`config.mk`:
```
export PLATFORM = sky130hd
export DESIGN_NAME = piecewise_linear_color_ramp_core
export DESIGN_NICKNAME = d
export VERILOG_FILES = /design/src/hdl/plcr_pkg.sv /design/src/hdl/piecewise_linear_color_ramp_core.sv /design/src/hdl/plcr_select.sv /design/src/hdl/plcr_mult.sv /design/src/hdl/plcr_div.sv /design/src/hdl/plcr_blend.sv
export SDC_FILE = /design/constraint.sdc
export NUM_CORES = 2
export LEC_CHECK = 0
export ABC_AREA = 1
export BUFFER_PORTS_ARGS = -buffer_cell sky130_fd_sc_hd__buf_2
export CAP_MARGIN = 20
export CORE_MARGIN = 5
export CORE_UTILIZATION = 43
export DETAILED_ROUTE_END_ITERATION = 12
export SYNTH_ARGS = -nofsm -noshare
export SYNTH_HDL_FRONTEND = slang
export SYNTH_SLANG_ARGS = --single-unit
```
`constraint.sdc`:
```
create_clock -name i_clk -period 8.45 [get_ports i_clk]
set_input_delay 0.845 -clock i_clk [delete_from_list [all_inputs] [get_ports i_clk]]
set_output_delay 0.845 -clock i_clk [all_outputs]
set_load 0.01 [all_outputs]
```
`src/hdl/plcr_pkg.sv`:
```
// Package for the piecewise linear color ramp: widths, register map, reset
// values and the item structs passed between pipeline stages.
// No dependencies.
`default_nettype none

package plcr_pkg;

    localparam int MAX_POINTS_DEF = 7;
    localparam int REG_POINTS     = 7;

    localparam int LEVEL_W = 16;
    localparam int CHAN_W  = 8;
    localparam int NCHAN   = 3;
    localparam int PROD_W  = CHAN_W + LEVEL_W;
    localparam int QUO_W   = CHAN_W;
    localparam int CNT_W   = 3;
    localparam int IDX_W   = 3;
    localparam int CFG_W   = LEVEL_W + NCHAN * CHAN_W;

    // register map
    localparam logic [IDX_W-1:0] REG_COUNT   = IDX_W'(0);
    localparam logic [IDX_W-1:0] REG_POINT_0 = IDX_W'(1);

    localparam logic [CNT_W-1:0] COUNT_RST  = CNT_W'(2);
    localparam logic [CFG_W-1:0] POINT0_RST = 40'h00_0000_00DB;
    localparam logic [CFG_W-1:0] POINT1_RST = 40'h64_00E6_E2DB;

    // channel order inside the packed arrays
    localparam int CH_RED   = 0;
    localparam int CH_GREEN = 1;
    localparam int CH_BLUE  = 2;

    typedef struct packed {
        logic [LEVEL_W-1:0] pos;
        logic [CHAN_W-1:0]  red;
        logic [CHAN_W-1:0]  green;
        logic [CHAN_W-1:0]  blue;
    } t_point;

    typedef struct packed {
        logic [NCHAN-1:0][CHAN_W-1:0] base;
        logic [NCHAN-1:0][CHAN_W-1:0] mag;
        logic [NCHAN-1:0]             neg;
        logic [LEVEL_W-1:0]           num;
        logic [LEVEL_W-1:0]           den;
    } t_prep;

    typedef struct packed {
        logic [NCHAN-1:0][CHAN_W-1:0] base;
        logic [NCHAN-1:0]             neg;
        logic [LEVEL_W-1:0]           den;
        logic [NCHAN-1:0][PROD_W-1:0] rem;
        logic [NCHAN-1:0][QUO_W-1:0]  quo;
    } t_quo;

endpackage

`default_nettype wire

```
`src/hdl/piecewise_linear_color_ramp_core.sv`:
```
// Top level of the piecewise linear color ramp: configuration registers and
// the select, multiply, divide and blend pipeline. Depends on plcr_pkg and
// plcr_select, plcr_mult, plcr_div, plcr_blend.
//
//   channel   direction  handshake                        payload
//   level     in         i_level_valid / o_level_ready    i_level[15:0]
//   color     out        o_color_valid / i_color_ready    o_red, o_green, o_blue
//   config    in         i_cfg_we (no wait)               i_cfg_index, i_cfg_data
//
// One item per cycle sustained while the output is not stalled; 12 register
// stages: two select stages, one multiply, eight divider stages (one quotient
// bit each), one output stage.
// The divider depth is set by the 8-bit quotient.
// Synchronous active-low reset clears all stage valids and loads the default
// ramp. Each stage holds its item while the one after it is full and stalled.
`default_nettype none

module piecewise_linear_color_ramp_core #(
    parameter int MAX_POINTS = plcr_pkg::MAX_POINTS_DEF
) (
    input  wire logic                          i_clk,
    input  wire logic                          i_rst_n,
    input  wire logic                          i_cfg_we,
    input  wire logic [plcr_pkg::IDX_W-1:0]    i_cfg_index,
    input  wire logic [plcr_pkg::CFG_W-1:0]    i_cfg_data,
    input  wire logic                          i_level_valid,
    output logic                               o_level_ready,
    input  wire logic [plcr_pkg::LEVEL_W-1:0]  i_level,
    output logic                               o_color_valid,
    input  wire logic                          i_color_ready,
    output logic [plcr_pkg::CHAN_W-1:0]        o_red,
    output logic [plcr_pkg::CHAN_W-1:0]        o_green,
    output logic [plcr_pkg::CHAN_W-1:0]        o_blue
);
    import plcr_pkg::*;

    logic [CNT_W-1:0]           r_count;
    t_point [REG_POINTS-1:0]    r_points;

    logic   w_sel_vld;
    logic   w_mul_rdy;
    t_prep  w_prep;
    logic   w_mul_vld;
    logic   w_div_rdy;
    t_quo   w_mul_q;
    logic   w_div_vld;
    logic   w_bld_rdy;
    t_quo   w_div_q;

    always_ff @(posedge i_clk) begin
        if (!i_rst_n) begin
            r_count <= COUNT_RST;
            for (int i = 0; i < REG_POINTS; i++) begin
                if (i == 0) begin
                    r_points[i] <= t_point'(POINT0_RST);
                end else if (i == 1) begin
                    r_points[i] <= t_point'(POINT1_RST);
                end else begin
                    r_points[i] <= '0;
                end
            end
        end else if (i_cfg_we) begin
            if (i_cfg_index == REG_COUNT) begin
                r_count <= i_cfg_data[CNT_W-1:0];
            end else begin
                r_points[i_cfg_index - REG_POINT_0] <= t_point'(i_cfg_data);
            end
        end
    end

    plcr_select #(
        .MAX_POINTS (MAX_POINTS)
    ) u_select (
        .i_clk    (i_clk),
        .i_rst_n  (i_rst_n),
        .i_count  (r_count),
        .i_points (r_points),
        .i_vld    (i_level_valid),
        .o_rdy    (o_level_ready),
        .i_level  (i_level),
        .o_vld    (w_sel_vld),
        .i_rdy    (w_mul_rdy),
        .o_prep   (w_prep)
    );

    plcr_mult u_mult (
        .i_clk   (i_clk),
        .i_rst_n (i_rst_n),
        .i_vld   (w_sel_vld),
        .o_rdy   (w_mul_rdy),
        .i_prep  (w_prep),
        .o_vld   (w_mul_vld),
        .i_rdy   (w_div_rdy),
        .o_quo   (w_mul_q)
    );

    plcr_div u_div (
        .i_clk   (i_clk),
        .i_rst_n (i_rst_n),
        .i_vld   (w_mul_vld),
        .o_rdy   (w_div_rdy),
        .i_quo   (w_mul_q),
        .o_vld   (w_div_vld),
        .i_rdy   (w_bld_rdy),
        .o_quo   (w_div_q)
    );

    plcr_blend u_blend (
        .i_clk   (i_clk),
        .i_rst_n (i_rst_n),
        .i_vld   (w_div_vld),
        .o_rdy   (w_bld_rdy),
        .i_quo   (w_div_q),
        .o_vld   (o_color_valid),
        .i_rdy   (i_color_ready),
        .o_red   (o_red),
        .o_green (o_green),
        .o_blue  (o_blue)
    );

`ifndef SYNTH
    // an empty output stage frees the whole ready chain
    a_ready_when_drained: assert property (@(posedge i_clk) disable iff (!i_rst_n)
        !o_color_valid |-> o_level_ready)
        else $error("input stalled with empty output stage");

    a_reset_flush: assert property (@(posedge i_clk)
        !i_rst_n |=> !o_color_valid)
        else $error("result item valid right after reset");

    // a result item that is not taken stays put
    a_result_held: assert property (@(posedge i_clk) disable iff (!i_rst_n)
        (o_color_valid && !i_color_ready) |=>
            (o_color_valid && $stable(o_red) && $stable(o_green) && $stable(o_blue)))
        else $error("result item changed while stalled");
`endif

endmodule

`default_nettype wire

```
`src/hdl/plcr_select.sv`:
```
// Breakpoint search and interpolation set-up, two register stages.
// Depends on plcr_pkg.
`default_nettype none

module plcr_select #(
    parameter int MAX_POINTS = plcr_pkg::MAX_POINTS_DEF
) (
    input  wire logic                                      i_clk,
    input  wire logic                                      i_rst_n,
    input  wire logic [plcr_pkg::CNT_W-1:0]                i_count,
    input  wire plcr_pkg::t_point [plcr_pkg::REG_POINTS-1:0] i_points,
    input  wire logic                                      i_vld,
    output logic                                           o_rdy,
    input  wire logic [plcr_pkg::LEVEL_W-1:0]              i_level,
    output logic                                           o_vld,
    input  wire logic                                      i_rdy,
    output plcr_pkg::t_prep                                o_prep
);
    import plcr_pkg::*;

    logic [CNT_W-1:0]   w_cnt;
    logic [CNT_W-1:0]   w_last;
    logic               w_found;
    logic [IDX_W-1:0]   w_sel;
    logic [IDX_W-1:0]   w_hi_idx;
    logic               w_interp;
    logic               w_rdy_a;
    logic               w_rdy_b;

    logic               r_a_vld;
    logic               r_a_interp;
    t_point             r_a_lo;
    t_point             r_a_hi;
    logic [LEVEL_W-1:0] r_a_level;

    logic [NCHAN-1:0][CHAN_W-1:0] w_lo_c;
    logic [NCHAN-1:0][CHAN_W-1:0] w_hi_c;
    t_prep              n_b;
    logic               r_b_vld;
    t_prep              r_b;

    assign w_rdy_b = !r_b_vld || i_rdy;
    assign w_rdy_a = !r_a_vld || w_rdy_b;
    assign o_rdy   = w_rdy_a;
    assign o_vld   = r_b_vld;
    assign o_prep  = r_b;

    // stage A: highest breakpoint at or below the level
    always_comb begin
        w_cnt = i_count;
        if (i_count == '0) begin
            w_cnt = CNT_W'(1);
        end else if (i_count > CNT_W'(MAX_POINTS)) begin
            w_cnt = CNT_W'(MAX_POINTS);
        end
        w_last  = w_cnt - CNT_W'(1);
        w_found = 1'b0;
        w_sel   = '0;
        for (int i = 0; i < MAX_POINTS; i++) begin
            if (CNT_W'(i) < w_cnt && i_points[i].pos <= i_level) begin
                w_found = 1'b1;
                w_sel   = IDX_W'(i);
            end
        end
        w_interp = w_found && (w_sel != w_last);
        w_hi_idx = w_interp ? w_sel + IDX_W'(1) : w_sel;
    end

    always_ff @(posedge i_clk) begin
        if (!i_rst_n) begin
            r_a_vld <= 1'b0;
        end else if (w_rdy_a) begin
            r_a_vld <= i_vld;
        end
    end

    always_ff @(posedge i_clk) begin
        if (w_rdy_a && i_vld) begin
            r_a_interp <= w_interp;
            r_a_lo     <= i_points[w_sel];
            r_a_hi     <= i_points[w_hi_idx];
            r_a_level  <= i_level;
        end
    end

    // stage B: offsets, span and per-channel color step
    always_comb begin
        w_lo_c[CH_RED]   = r_a_lo.red;
        w_lo_c[CH_GREEN] = r_a_lo.green;
        w_lo_c[CH_BLUE]  = r_a_lo.blue;
        w_hi_c[CH_RED]   = r_a_hi.red;
        w_hi_c[CH_GREEN] = r_a_hi.green;
        w_hi_c[CH_BLUE]  = r_a_hi.blue;
        n_b.base = w_lo_c;
        n_b.num  = r_a_level - r_a_lo.pos;
        // nonzero span keeps the divider quotient at zero for a plain color
        n_b.den  = r_a_interp ? r_a_hi.pos - r_a_lo.pos : LEVEL_W'(1);
        for (int c = 0; c < NCHAN; c++) begin
            if (!r_a_interp) begin
                n_b.mag[c] = '0;
                n_b.neg[c] = 1'b0;
            end else if (w_hi_c[c] >= w_lo_c[c]) begin
                n_b.mag[c] = w_hi_c[c] - w_lo_c[c];
                n_b.neg[c] = 1'b0;
            end else begin
                n_b.mag[c] = w_lo_c[c] - w_hi_c[c];
                n_b.neg[c] = 1'b1;
            end
        end
    end

    always_ff @(posedge i_clk) begin
        if (!i_rst_n) begin
            r_b_vld <= 1'b0;
        end else if (w_rdy_b) begin
            r_b_vld <= r_a_vld;
        end
    end

    always_ff @(posedge i_clk) begin
        if (w_rdy_b && r_a_vld) begin
            r_b <= n_b;
        end
    end

endmodule

`default_nettype wire

```
`src/hdl/plcr_mult.sv`:
```
// Multiply stage: color step magnitude times level offset, per channel.
// Depends on plcr_pkg.
`default_nettype none

module plcr_mult (
    input  wire logic             i_clk,
    input  wire logic             i_rst_n,
    input  wire logic             i_vld,
    output logic                  o_rdy,
    input  wire plcr_pkg::t_prep  i_prep,
    output logic                  o_vld,
    input  wire logic             i_rdy,
    output plcr_pkg::t_quo        o_quo
);
    import plcr_pkg::*;

    logic   w_rdy;
    t_quo   n_q;
    logic   r_vld;
    t_quo   r_q;

    assign w_rdy = !r_vld || i_rdy;
    assign o_rdy = w_rdy;
    assign o_vld = r_vld;
    assign o_quo = r_q;

    always_comb begin
        n_q.base = i_prep.base;
        n_q.neg  = i_prep.neg;
        n_q.den  = i_prep.den;
        n_q.quo  = '0;
        for (int c = 0; c < NCHAN; c++) begin
            n_q.rem[c] = PROD_W'(i_prep.mag[c]) * PROD_W'(i_prep.num);
        end
    end

    always_ff @(posedge i_clk) begin
        if (!i_rst_n) begin
            r_vld <= 1'b0;
        end else if (w_rdy) begin
            r_vld <= i_vld;
        end
    end

    always_ff @(posedge i_clk) begin
        if (w_rdy && i_vld) begin
            r_q <= n_q;
        end
    end

endmodule

`default_nettype wire

```
`src/hdl/plcr_div.sv`:
```
// Pipelined restoring divider, one quotient bit per stage, three channels
// side by side. Quotient is known to fit QUO_W bits. Depends on plcr_pkg.
`default_nettype none

module plcr_div (
    input  wire logic            i_clk,
    input  wire logic            i_rst_n,
    input  wire logic            i_vld,
    output logic                 o_rdy,
    input  wire plcr_pkg::t_quo  i_quo,
    output logic                 o_vld,
    input  wire logic            i_rdy,
    output plcr_pkg::t_quo       o_quo
);
    import plcr_pkg::*;

    localparam int STEPS = QUO_W;

    t_quo   w_in   [STEPS];
    logic   w_vin  [STEPS];
    logic   w_down [STEPS];
    logic   w_rdy  [STEPS];
    t_quo   n_st   [STEPS];
    t_quo   r_st   [STEPS];
    logic   r_vld  [STEPS];

    assign w_in[0]  = i_quo;
    assign w_vin[0] = i_vld;
    assign o_rdy    = w_rdy[0];
    assign o_vld    = r_vld[STEPS-1];
    assign o_quo    = r_st[STEPS-1];

    for (genvar k = 0; k < STEPS; k++) begin : g_step
        localparam int BIT = STEPS - 1 - k;

        logic [PROD_W-1:0] w_dvs;

        if (k > 0) begin : g_link
            assign w_in[k]  = r_st[k-1];
            assign w_vin[k] = r_vld[k-1];
        end
        if (k < STEPS - 1) begin : g_mid
            assign w_down[k] = w_rdy[k+1];
        end else begin : g_end
            assign w_down[k] = i_rdy;
        end

        assign w_rdy[k] = !r_vld[k] || w_down[k];
        assign w_dvs    = PROD_W'(w_in[k].den) << BIT;

        always_comb begin
            n_st[k] = w_in[k];
            for (int c = 0; c < NCHAN; c++) begin
                if (w_in[k].rem[c] >= w_dvs) begin
                    n_st[k].rem[c]      = w_in[k].rem[c] - w_dvs;
                    n_st[k].quo[c][BIT] = 1'b1;
                end
            end
        end

        always_ff @(posedge i_clk) begin
            if (!i_rst_n) begin
                r_vld[k] <= 1'b0;
            end else if (w_rdy[k]) begin
                r_vld[k] <= w_vin[k];
            end
        end

        always_ff @(posedge i_clk) begin
            if (w_rdy[k] && w_vin[k]) begin
                r_st[k] <= n_st[k];
            end
        end
    end

endmodule

`default_nettype wire

```
`src/hdl/plcr_blend.sv`:
```
// Output stage: applies the signed color step to the lower color and holds
// the result item until taken. Depends on plcr_pkg.
`default_nettype none

module plcr_blend (
    input  wire logic                         i_clk,
    input  wire logic                         i_rst_n,
    input  wire logic                         i_vld,
    output logic                              o_rdy,
    input  wire plcr_pkg::t_quo               i_quo,
    output logic                              o_vld,
    input  wire logic                         i_rdy,
    output logic [plcr_pkg::CHAN_W-1:0]       o_red,
    output logic [plcr_pkg::CHAN_W-1:0]       o_green,
    output logic [plcr_pkg::CHAN_W-1:0]       o_blue
);
    import plcr_pkg::*;

    logic                         w_rdy;
    logic [NCHAN-1:0][CHAN_W-1:0] n_res;
    logic                         r_vld;
    logic [NCHAN-1:0][CHAN_W-1:0] r_res;

    assign w_rdy   = !r_vld || i_rdy;
    assign o_rdy   = w_rdy;
    assign o_vld   = r_vld;
    assign o_red   = r_res[CH_RED];
    assign o_green = r_res[CH_GREEN];
    assign o_blue  = r_res[CH_BLUE];

    // result stays between the two colors, no clamp needed
    always_comb begin
        for (int c = 0; c < NCHAN; c++) begin
            if (i_quo.neg[c]) begin
                n_res[c] = i_quo.base[c] - i_quo.quo[c];
            end else begin
                n_res[c] = i_quo.base[c] + i_quo.quo[c];
            end
        end
    end

    always_ff @(posedge i_clk) begin
        if (!i_rst_n) begin
            r_vld <= 1'b0;
        end else if (w_rdy) begin
            r_vld <= i_vld;
        end
    end

    always_ff @(posedge i_clk) begin
        if (w_rdy && i_vld) begin
            r_res <= n_res;
        end
    end

endmodule

`default_nettype wire
```
-- Word-level counts from Yosys, hierarchy flattened
Memory sizes are Yosys's and may differ from the RTL's.
Cells that the tools add are included.
- register bits: 606
- logic and storage cells: 343
- memories: 2
- output and inout bits: 26
- bits in writable memories: 1120
- bits of input ports: 64
- add/sub/neg operators: 41
- multipliers: 3
- order comparisons: 46
- multiplexer cells: 129
- reduce and logical (&&, ||, !) cells: 49
- bitwise gates (word level): 9
- equality and inequality tests: 1
- memory list (name ; words ; width ; read ports ; clocked after memory_dff ; write ports ; line ; RTL):
    u_div.r_st ; 8 ; 139 ; 8 ; 0 ; 8 ; plcr_div.sv:24 ; t_quo r_st [STEPS];
    u_div.r_vld ; 8 ; 1 ; 8 ; 0 ; 8 ; plcr_div.sv:25 ; logic r_vld [STEPS];
- operators with widths (kind ; count):
    24-bit two-way mux ; 24
    280-bit bitwise mux ; 1
    40-bit binary-select mux with 3-bit select ; 2
    40-bit demux with 3-bit select ; 1
    40-bit two-way mux ; 3
    16-bit less-or-equal comparator ; 7
    1-bit two-way mux ; 84
    24-bit by 16-bit greater-or-equal comparator with 1-bit output ; 3
    24-bit by 17-bit greater-or-equal comparator with 1-bit output ; 3
    24-bit by 18-bit greater-or-equal comparator with 1-bit output ; 3
    24-bit by 19-bit greater-or-equal comparator with 1-bit output ; 3
    24-bit by 20-bit greater-or-equal comparator with 1-bit output ; 3
    24-bit by 21-bit greater-or-equal comparator with 1-bit output ; 3
    24-bit by 22-bit greater-or-equal comparator with 1-bit output ; 3
    24-bit by 23-bit greater-or-equal comparator with 1-bit output ; 3
    8-bit by 16-bit multiplier with 24-bit output ; 3
    24-bit by 16-bit subtractor with 24-bit output ; 3
    24-bit by 17-bit subtractor with 24-bit output ; 3
    24-bit by 18-bit subtractor with 24-bit output ; 3
    24-bit by 19-bit subtractor with 24-bit output ; 3
    24-bit by 20-bit subtractor with 24-bit output ; 3
    24-bit by 21-bit subtractor with 24-bit output ; 3
    24-bit by 22-bit subtractor with 24-bit output ; 3
    24-bit by 23-bit subtractor with 24-bit output ; 3
    other kinds (23) ; 105

-- Longest topological paths before layout
- depth in word-level cells: 16
- mapped depth: 31

-- Hierarchy
Synthesis repeated with hierarchy kept, for this count alone.
- cells, all modules: 15128
- area total of the unflattened synthesis: 118279.7 um^2
- by module, submodules not included (module ; instances ; area each (um^2) ; seq. area each (um^2) ; cells an instance):
    plcr_div ; 1 ; 70147.3 ; 33622.2 ; 8523
    plcr_mult ; 1 ; 17593.1 ; 3473.3 ; 2329
    plcr_select ; 1 ; 17541.8 ; 5445.2 ; 2424
    piecewise_linear_color_ramp_core ; 1 ; 10709.0 ; 5665.4 ; 1552
    plcr_blend ; 1 ; 2288.4 ; 740.7 ; 300

-- Worst setup path after synthesis
OpenSTA, ideal clock, no wires.
- path kind: input to register
- start: input port i_color_ready
- end: memory u_div.r_st[1][100] in the netlist's numbering (enable)
- required time: 7.788 ns
- arrival: 7.458 ns
- library setup time: 0.662 ns
- buffers on the path: 0
- setup slack: 0.330 ns
- cell stages on the path: 8
- cells stage by stage: nor2_1 -> inv_1 -> nor2_1 -> inv_1 -> nor2_1 -> inv_1 -> nor2_2 -> a21oi_1
- RTL lines (element ; line ; RTL):
    start: declaration ; piecewise_linear_color_ramp_core.sv:30 ; input wire logic i_color_ready,
    end: declaration ; plcr_div.sv:24 ;

==> metrics.cfg <==
[timing]
post-route-period-util=0.691
finClkSkew_ps=50.6
fmax_mhz=171
hold_violations=0
max-slew-margin-rel=0.207
layout_min_cycle_time_ps=5840
tightest_slew_ps=1190
setup_violations=0
maxSlewViolCount=0
holdWs_ps=215
tns_ps=0
rsz0062_at_grt=false

[route]
vias=69100
wl_per_cell_um=20.4
viasPerCell=5.33
drc=0
drt_pass1_iterations=7
drt_iter0_drc=5418
drt-total-wl_um=265000
ant_nets=0

[cells_and_area]
drive_above_1_share=0.0503
final_cell_mix=nand2_1 (1616), inv_1 (1438), edfxtp_1 (1266), a21oi_1 (925), o21ai_0 (790)
final_core_util=0.473
nets=11000
syn2layout_area_growth_pct=9.59
final_common_cell=nand2_1
final_cells=13000

[critical_path]
cp-end-kind=register
r2r-end=u_mult.o_quo[71]$_DFFE_PP_
rr_worst_depth=20
slowest_stage=edfxtp_1
worst_ep_required_time_ps=8960
critical_path_peak_fanout=24
crit_arrival_ps=6350
crit_buf_inv=4
crit_family=adder cells
crit_path_max_incr_delay_ps=1040
timing.rr.start=u_select.o_prep[17]$_DFFE_PP_
path_cells=nand2_1 -> fa_1 -> fa_1 -> inv_1 -> fa_1 -> inv_1 -> fa_1 -> inv_1 -> ha_1 -> nand2_1 -> inv_1 -> a21boi_0 -> o21bai_1 -> a21oi_1 -> o21ai_0 -> a31oi_1 -> o21ai_0 -> a21boi_0 -> o21ai_0 -> xor2_1
rrSetupSlack_ps=2610
cp.depth=20
critical_path_class=reg2reg
crit_start=u_select.o_prep[17]$_DFFE_PP_
critPathLaunchType=register

[cts]
clk_latency_ps=810
clkTransAtPathRegs_ps=60
cts_root_buffer=clkbuf_16
cts_max_level=4
ctsResizeCount=0
numCtsBuffers=172
cts_tree=yes
cts_sinks=1554
cts_setup_buffers=0
cts_buffer_depth=3
hold_buffers=0

[logic_synthesis]
synth_compound_area_frac=0.121
async_reset_ff_frac=0
synth_edf_count=1266
synth_top_family_by_area=adder cells
synthTopCellsByArea=edfxtp_1 (41%), ha_1 (9.8%), nand2_1 (6.5%)
synth_mux_area_frac=0.000468
synthAdderAreaFrac=0.158
ys_types=62
synth_simple_gate_area_share=0.133
yosysWarnings=0
syn_nets=11100
ys_seq_elements=1554
seq_area_frac_synth=0.468
yosys.area.top_type_share=0.406
netlist_area_um2=93600
synth_flop_cell=edfxtp_1
synth_area_per_cell_um2=9.38
postSynthCellCount=9977
yosysTopAreaCell=edfxtp_1
synth_xor_area_frac=0.0435

[status]
status=finished, final reports clean

[die]
die_w_um=477
die_h_um=477
rows=171
io_pins=90
core_area_um2=217000
initial_core_util=0.431
die_area_um2=227000

[power_and_ir_drop]
p_comb_frac=0.414
peakVddDrop_v=0.000302
p_per_area_nw_per_um2=290
p_int_w=0.0185
sw_frac_of_total=0.379
pwr-share-clk=0.251
power_frac_seq=0.335
p_sw_w=0.0113
p_leak_nw=44.2

[global_route]
grt_pass1_wl_um=405000
grt_max_degree=131
antenna_found_initial=18
grt_overflow=0
grt_pass1_vias=67700
gr-usage-all-layers=0.228

[placement]
port-buffer-count=89
place_congestion=0.941
place_inst=12600
place_hpwl_um=198000

[hold_path]
hold_path_end=u_select.r_a_level[9]$_DFFE_PP_
hold_depth=1
min_from=i_level[9]
hold_path.class=in2reg

[flow_run]
cap_viol_max_count=0

kinds of logic after synthesis:
family                     Yosys count
AOI/OAI and AO/OA                 2092
xor gates and xnor gates           465
adders and majority gates         1015
buffers and inverters             1827
DFF                               1554
muxes                                4
and+or+nand+nor                   3020
per-layer routing:
metal / vias up / track usage / routed length (um)
li1: 33700 / - / -
met1: 32600 / 0.296 / 112000
met2: 2202 / 0.380 / 123000
met3: 546 / 0.0334 / 15800
met4: 12 / 0.106 / 13900
met5: - / 0 / 82
per-stage QoR:
| stage | area [um^2] | total power (W) | worst slack, ps |
|---|---|---|---|
| finish | 103000 | 0.0297 | 2610 |
| global route | 103000 | 0.0320 | 2180 |
| CTS | 103000 | 0.0299 | 2550 |
| detailed placement | 96900 | 0.0223 | 2240 |
| global placement | 96800 | 0.0221 | 2250 |
| floorplan | 93600 | 0.0189 | 330 |
worst max path at each step:
stage / to
2_1_floorplan: u_div.r_st[1][100]$_DFFE_PP_
3_3_place_gp: u_select.r_a_hi[18]$_DFFE_PP_
3_5_place_dp: u_select.r_a_hi[23]$_DFFE_PP_
4_1_cts: u_mult.o_quo[71]$_DFFE_PP_
5_1_grt: u_mult.o_quo[71]$_DFFE_PP_
6_report: u_mult.o_quo[71]$_DFFE_PP_
sequential cells by signal, indices dropped and copies added (netlist names), 16 cells and up:
name and count:
u_select.n_b 24, r_points 280, u_select.o_prep 83, u_select.r_a_hi 40, u_mult.o_quo 115, u_select.r_a_lo 16, u_div.r_st 940, u_select.r_a_level 16
cell type report:
cell class / instances / area, um^2
clock buffer: 220 / 4610
tap: 2854 / 3570
clock inverter: 100 / 1070
multi-input combinational: 6596 / 42800
timing repair buffer: 173 / 1180
sequential: 1554 / 43800
inverter: 1462 / 5500
antenna: 7 / 17.5
fill: 20200 / 114000
synthesized netlist by cell type, drive strengths merged (6+ instances only):
master and number:
nand2 1629, inv 1458, edfxtp 1266, a21oi 926
o21ai 824, ha 731, nor2 717, nand3 489
dfxtp 288, clkbuf 285, fa 284, xor2 243
xnor2 222, buf 80, a31oi 71, nor3 60
nand4 47, nor4 44, o221ai 43, a32oi 36
o21a 33, o21bai 27, a21boi 26, o211ai 25
a211oi 21, a21o 13, o31ai 13, or2 11
nand3b 10, and2 7, o22ai 6
power groups by stage:
| stage | Clock, W | Sequential [W] | Combinational, W |
|---|---|---|---|
| final | 0.00747 | 0.00995 | 0.0123 |
| after global routing | 0.00798 | 0.00998 | 0.0141 |
| after CTS | 0.00765 | 0.00994 | 0.0123 |
| after detailed placement | 0 | 0.0101 | 0.0123 |
| after global placement | 0 | 0.0101 | 0.0120 |
| after floorplan | 0 | 0.00973 | 0.00921 |
Power figures use the tool's default switching activity.
